$ cat src/rtl/yzd_pkg.sv
// ---------------------------------------------------------------------------
// yzd_pkg
// Shared widths, constants and types of the Yaz0 stream decoder.
// ---------------------------------------------------------------------------
package yzd_pkg;

   localparam int WINDOW_DEPTH     = 4096;
   localparam int HIST_ADDR_W      = $clog2(WINDOW_DEPTH);
   localparam int BYTES_PER_RESULT = 8;
   localparam int LANE_W           = $clog2(BYTES_PER_RESULT);
   localparam int COUNT_W          = 4;
   localparam int PACK_W           = 8 * BYTES_PER_RESULT;
   localparam int SIZE_W           = 27;
   localparam int LEN_W            = 9;
   localparam int HEADER_W         = 5;
   localparam int HEADER_BYTES_DEF = 16;

   localparam logic [LEN_W-1:0] SHORT_LEN_BIAS = 9'd2;
   localparam logic [LEN_W-1:0] LONG_LEN_BIAS  = 9'h12;

   // Parse phase codes
   localparam logic [1:0] PH_CODE   = 2'd0;
   localparam logic [1:0] PH_TOKEN2 = 2'd1;
   localparam logic [1:0] PH_EXTRA  = 2'd2;

   // One byte handed to the packer
   typedef struct packed {
      logic put;    // byte is valid this cycle
      logic flush;  // close the word with this byte
      logic last;   // last result of the current transaction
      logic done;   // output size reached after this byte
   } yzd_put_type;

endpackage

$ cat src/rtl/yzd_packer.sv
// ---------------------------------------------------------------------------
// yzd_packer
// Gathers decoded bytes into 64-bit words and holds the result register.
// ---------------------------------------------------------------------------
module yzd_packer
   import yzd_pkg::*;
(
   input  logic              clock,
   input  logic              reset,
   input  yzd_put_type       put,
   input  logic [7:0]        put_byte,
   output logic              out_free,
   output logic [LANE_W-1:0] pack_count,
   output logic              rsp_tvalid,
   input  logic              rsp_tready,
   output logic [71:0]       rsp_tdata,  // [63:0] out_data, [67:64] out_count, rest zero
   output logic              rsp_tlast,  // run_last
   output logic              rsp_tuser   // stream_done
);

   logic [PACK_W-1:0]  acc_ff, acc_in, merged;
   logic [LANE_W-1:0]  n_ff, n_in;
   logic               rsp_valid_ff, rsp_valid_in;
   logic [PACK_W-1:0]  rsp_data_ff;
   logic [COUNT_W-1:0] rsp_count_ff;
   logic               rsp_last_ff, rsp_done_ff;
   logic               load;

   assign out_free = !rsp_valid_ff || rsp_tready;
   assign load     = put.put && put.flush;

   always_comb begin
      merged = acc_ff;
      for (int i = 0; i < BYTES_PER_RESULT; i++) begin
         if (n_ff == LANE_W'(i)) begin
            merged[8*i +: 8] = put_byte;
         end
      end
   end

   always_comb begin
      acc_in = acc_ff;
      n_in   = n_ff;
      if (put.put) begin
         if (put.flush) begin
            acc_in = '0;
            n_in   = '0;
         end else begin
            acc_in = merged;
            n_in   = n_ff + 1'b1;
         end
      end
      if (load) begin
         rsp_valid_in = 1'b1;
      end else if (rsp_tready) begin
         rsp_valid_in = 1'b0;
      end else begin
         rsp_valid_in = rsp_valid_ff;
      end
   end

   always_ff @(posedge clock) begin
      if (reset) begin
         acc_ff       <= '0;
         n_ff         <= '0;
         rsp_valid_ff <= 1'b0;
      end else begin
         acc_ff       <= acc_in;
         n_ff         <= n_in;
         rsp_valid_ff <= rsp_valid_in;
      end
   end

   always_ff @(posedge clock) begin
      if (load) begin
         rsp_data_ff  <= merged;
         rsp_count_ff <= COUNT_W'(n_ff) + 1'b1;
         rsp_last_ff  <= put.last;
         rsp_done_ff  <= put.done;
      end
   end

   assign pack_count = n_ff;
   assign rsp_tvalid = rsp_valid_ff;
   assign rsp_tdata  = {4'b0, rsp_count_ff, rsp_data_ff};
   assign rsp_tlast  = rsp_last_ff;
   assign rsp_tuser  = rsp_done_ff;

endmodule
$ cat config.mk
export PLATFORM = sky130hd
export DESIGN_NAME = yzd_packer
export DESIGN_NICKNAME = d
export VERILOG_FILES = /design/src/rtl/yzd_pkg.sv /design/src/rtl/yzd_packer.sv
export SDC_FILE = /design/constraint.sdc
export NUM_CORES = 1
export LEC_CHECK = 0
export ABC_AREA = 1
export BUFFER_PORTS_ARGS = -buffer_cell sky130_fd_sc_hd__buf_2
export CORE_AREA = 5 5 177 94
export DETAILED_ROUTE_END_ITERATION = 8
export DIE_AREA = 0 0 182 99
export GPL_TIMING_DRIVEN = 1
export REMOVE_ABC_BUFFERS = 1
export SLEW_MARGIN = 30
export SYNTH_ARGS = -nofsm -noshare
export SYNTH_HDL_FRONTEND = slang
export SYNTH_SLANG_ARGS = --single-unit
$ cat constraint.sdc
create_clock -name clock -period 2.18 [get_ports clock]
set_input_delay 0.327 -clock clock [delete_from_list [all_inputs] [get_ports clock]]
set_output_delay 0.327 -clock clock [all_outputs]
set_load 0.005 [all_outputs]
# Yosys cells after proc, flatten, opt, wreduce, memory -nomap -nowiden

Cells that the tools add are included.

Equality and inequality tests: 7
$add $sub $neg: 2
Reductions and logical operators: 5
Multiplexer cells: 12

Operators by type and width:

| kind                  | count |
|---|---|
| $mux W64              | 1 |
| $mux W8               | 8 |
| $eq A3 B3 Y1 const B  | 4 |
| $eq A3 B2 Y1 const B  | 2 |
| $add A3 B1 Y4 const B | 1 |
| $add A3 B1 Y3 const B | 1 |
| $eq A3 B1 Y1 const B  | 1 |
| $logic_not A3 Y1      | 1 |
| $mux W3               | 1 |
| $mux W1               | 2 |
| $reduce_bool A2 Y1    | 1 |
| $logic_and A1 B1 Y1   | 1 |
| $logic_not A1 Y1      | 1 |
| $logic_or A1 B1 Y1    | 1 |

Output and inout bits: 79
Register bits after elaboration: 138
Logic and storage cells: 33
Input port bits: 15

# Longest topological paths before layout

Word-level depth: 3
Mapped depth: 9
Mapped depth without buffers: 7

# Worst setup path before layout

No wires, ideal clock.

Path type: input-to-reg
Start point: input put[2] (netlist bit)
End point: register rsp_count_ff[0], enable pin
Data arrival time: 1.746 ns
Stages on the path: 2
Slack: 0.009 ns
Buffers on the path: 0
Path through: nand2_1 -> inv_1

Cells in the longest elaborated chain, start to end: 1

RTL lines:

| item                 | RTL line         | text |
|---|---|---|
| from (decl)          | yzd_packer.sv:10 | `input yzd_put_type put,` |
| $logic_and A1 B1 Y1  | yzd_packer.sv:30 | `assign load = put.put && put.flush;` |
| named net load       | yzd_packer.sv:27 | `logic load;` |
| to (signal assigned) | yzd_packer.sv:77 | `rsp_count_ff <= COUNT_W'(n_ff) + 1'b1;` |
| to (decl)            | yzd_packer.sv:25 | `logic [COUNT_W-1:0] rsp_count_ff;` |

The timed path passes the listed nets, and every way through them passes these cells.
A chain may end at the register's enable or synchronous reset.

# Worst setup path after layout

Start point: register n_ff[0], in the netlist pack_count[0]
End point: register acc_ff[33]

Cells in the longest elaborated chain, start to end: 3

RTL lines:

| item                   | RTL line         | text |
|---|---|---|
| from (decl)            | yzd_packer.sv:22 | `logic [LANE_W-1:0] n_ff, n_in;` |
| from (signal assigned) | yzd_packer.sv:69 | `n_ff <= n_in;` |
| $eq A3 B3 Y1           | yzd_packer.sv:35 | `if (n_ff == LANE_W'(i)) begin` |
| $mux W8                | yzd_packer.sv:35 |  |
| $mux W64               | yzd_packer.sv:45 | `if (put.flush) begin` |
| to (signal assigned)   | yzd_packer.sv:68 | `acc_ff <= acc_in;` |
| to (decl)              | yzd_packer.sv:21 | `logic [PACK_W-1:0] acc_ff, acc_in, merged;` |

No other way between the ends.

==> flow_summary.toml <==
[detailed_routing]
ant_nets = 0
vias_per_cell = 4.92
drtIter0Drc = 382
num_vias = 4698
drc = 0
drtPass1Iterations = 5
postRouteWirelength_mm = 14.8
wl_per_cell_um = 15.5

[job]
drv_cap = 0

[place]
place_inst = 923
place_area_um2 = 6580
dpl.hpwl_mm = 9.98
port_buffers = 89
routabilityCongestion = 0.821

[worst_setup_path]
required_ns = 2.47
arrival_ns = 2.26
critPathMaxStageDelay_ns = 0.53
worstSetupEndpointType = "flip-flop"
crit_slowest_cell = "ha_1"
startpoint_type = "flip-flop"
path_common_cell = "inv_1"
cp_max_fo = 17
critical_path_class = "reg -> reg"
path_cells = "inv_1 > ha_1 > nand2_4 > inv_1 > nand2_1 > nand3_1 > a21oi_1"

[clocking]
clock_latency_ns = 0.41
cts_tree = "built"
hold_buffers = 0
clockRootBuffer = "clkbuf_16"
cts_buffers = 17
htree_levels = 4
cts_sinks = 138
post_cts_buffers = 0
cts_resized = 0
cts.clk_slew.worst_paths_ns = 0.06
clock_path_buffers = 2

[sta]
setup_viol = 0
worst_pin_slew_ns = 0.747
fin_skew_ns = 0.00730
slew_headroom_pct = 50.2
fmax_mhz = 510
min_period_over_period_pct = 90.0
setup-tns-final_ns = 0
rsz0062_at_grt = "false"
hold_violations = 0
period_needed_ns = 1.96
slew_violations = 0

[die]
core_area_um2 = 14900
start_util_pct = 39.9
ioPinCount = 94
die_h_um = 99
die_x_um = 182
row_count = 32
dieArea_um2 = 18000

[logic_synthesis]
synth.area.top_cells = "edfxtp_1, dfxtp_1, nand2_1, a21oi_1, nand3_1"
synth-xor-area-share_pct = 0
synth_top_area_cell = "edfxtp_1"
synth_compound_area_share_pct = 10.2
netlist_area_um2 = 5960
ys_seq_area_share_pct = 58.1
ys_warn_count = 0
muxShareOfSynthArea_pct = 0
synth.distinct_cells = 23
synth_fa_ha_area_share_pct = 1.26
synthArstFlopShare_pct = 0
synth_ff_type = "edfxtp_1"
synth_cells = 652
syn_avg_cell_area_um2 = 9.14
synth_top_family_by_area = "simple AND/OR/NAND/NOR gates"
synth_edf_count = 70
synth_seq_cells = 138
netlist.area_leader.share_pct = 35.3
synth_simple_gate_area_share_pct = 21.4
post-synth-top-count-cell = "nand2_1"
synth_common_cells = "nand2_1, inv_1, edfxtp_1"

[power]
powerDensity_nw_per_um2 = 831
leakage_uw = 0.00285
ir_drop_uv = 488
p_total_uw = 5950

[layout]
utilization_pct = 48.0
design_area_um2 = 7160
area_delta_synth_final_pct = 20.1
n_antenna_cell = 0
drive_above_1_share_pct = 20.4
layout.nets = 759
layoutNonFillerInstCount = 955

[outcome]
status = "completed"

[grt]
grt_overflow_total = 0
grt_pass1_vias = 4539
grt_pass1_wl_mm = 23.9
track_usage_pct = 16.6
grt_max_degree = 67
grt_antenna_before_repair = 0

[min_path]
hp-class = "in -> reg"
where the power goes:
group	switching [uW]	leakage (uW)	internal, uW	total, uW
combinational	241	0.00134	116	356
clock	1090	0.000282	1680	2770
sequential	23.3	0.00123	2800	2820
per-layer routing:
metal  global-route usage, %  wire (um)
met4                    5.01        191
met5                       0          0
met3                    4.28       1310
met2                    23.9       6110
met1                    24.6       7220
metrics by stage:
stage	hold WS [ns]	setup WS, ns
final	0.106	0.217
after global routing	0.0968	0.0749
after CTS	0.0936	0.263
after detailed placement	0.455	0.295
after global placement	0.451	0.374
after floorplan	0.396	0.00946
state kept, by name (all words and copies together), names as in the netlist:
register      count
rsp_tvalid        1
rsp_count_ff      4
rsp_tlast         1
rsp_data_ff      64
pack_count        3
acc_ff           64
rsp_tuser         1
cells in the final DEF, fill, tap and decap left out, drive strengths merged, types with 4 or more instances in the layout:
master / count
a21oi: 68
and2: 24
buf: 102
clkbuf: 23
clkinv: 4
conb: 4
dfxtp: 68
edfxtp: 70
ha: 6
inv: 84
nand2: 180
nand3: 72
o21a: 25
o21ai: 16
final timing paths:
| kind | start | end | slack (ns) | depth (start not counted) |
|---|---|---|---|---|
| setup / recovery | pack_count[0] | acc_ff[33] | 0.22 | 7 |
| hold / removal | put[1] | rsp_tlast | 0.11 | 1 |
| setup reg to reg | pack_count[0] | acc_ff[33] | 0.22 | 7 |
| hold reg to reg | acc_ff[56] | acc_ff[56] | 0.47 | 2 |
critical path, delay by kind of cell (launching register included):
family	cells	cell delay, ns
compound gates	1	0.06
simple gates	3	0.42
fa+ha+maj	1	0.53
buf+inv	2	0.47
flops	1	0.36
cell type report:
class / instances / area, um2
multi-input combinational: 397 / 1980
inverter: 82 / 308
timing repair buffer: 102 / 581
sequential: 138 / 3460
clock inverter: 9 / 58.8
clock buffer: 23 / 520
tap: 204 / 255
fill: 1400 / 7770
kinds of logic (layout without fill, tap and decap cells):
logic type                 count (synthesis)  in the layout
AOI/OAI and AO/OA                        109            109
adders and majority gates                  6              6
buffers and inverters                    120            216
DFF                                      138            138
other                                      1              4
and+or+nand+nor                          278            278
(Power assumes the default switching activity.)
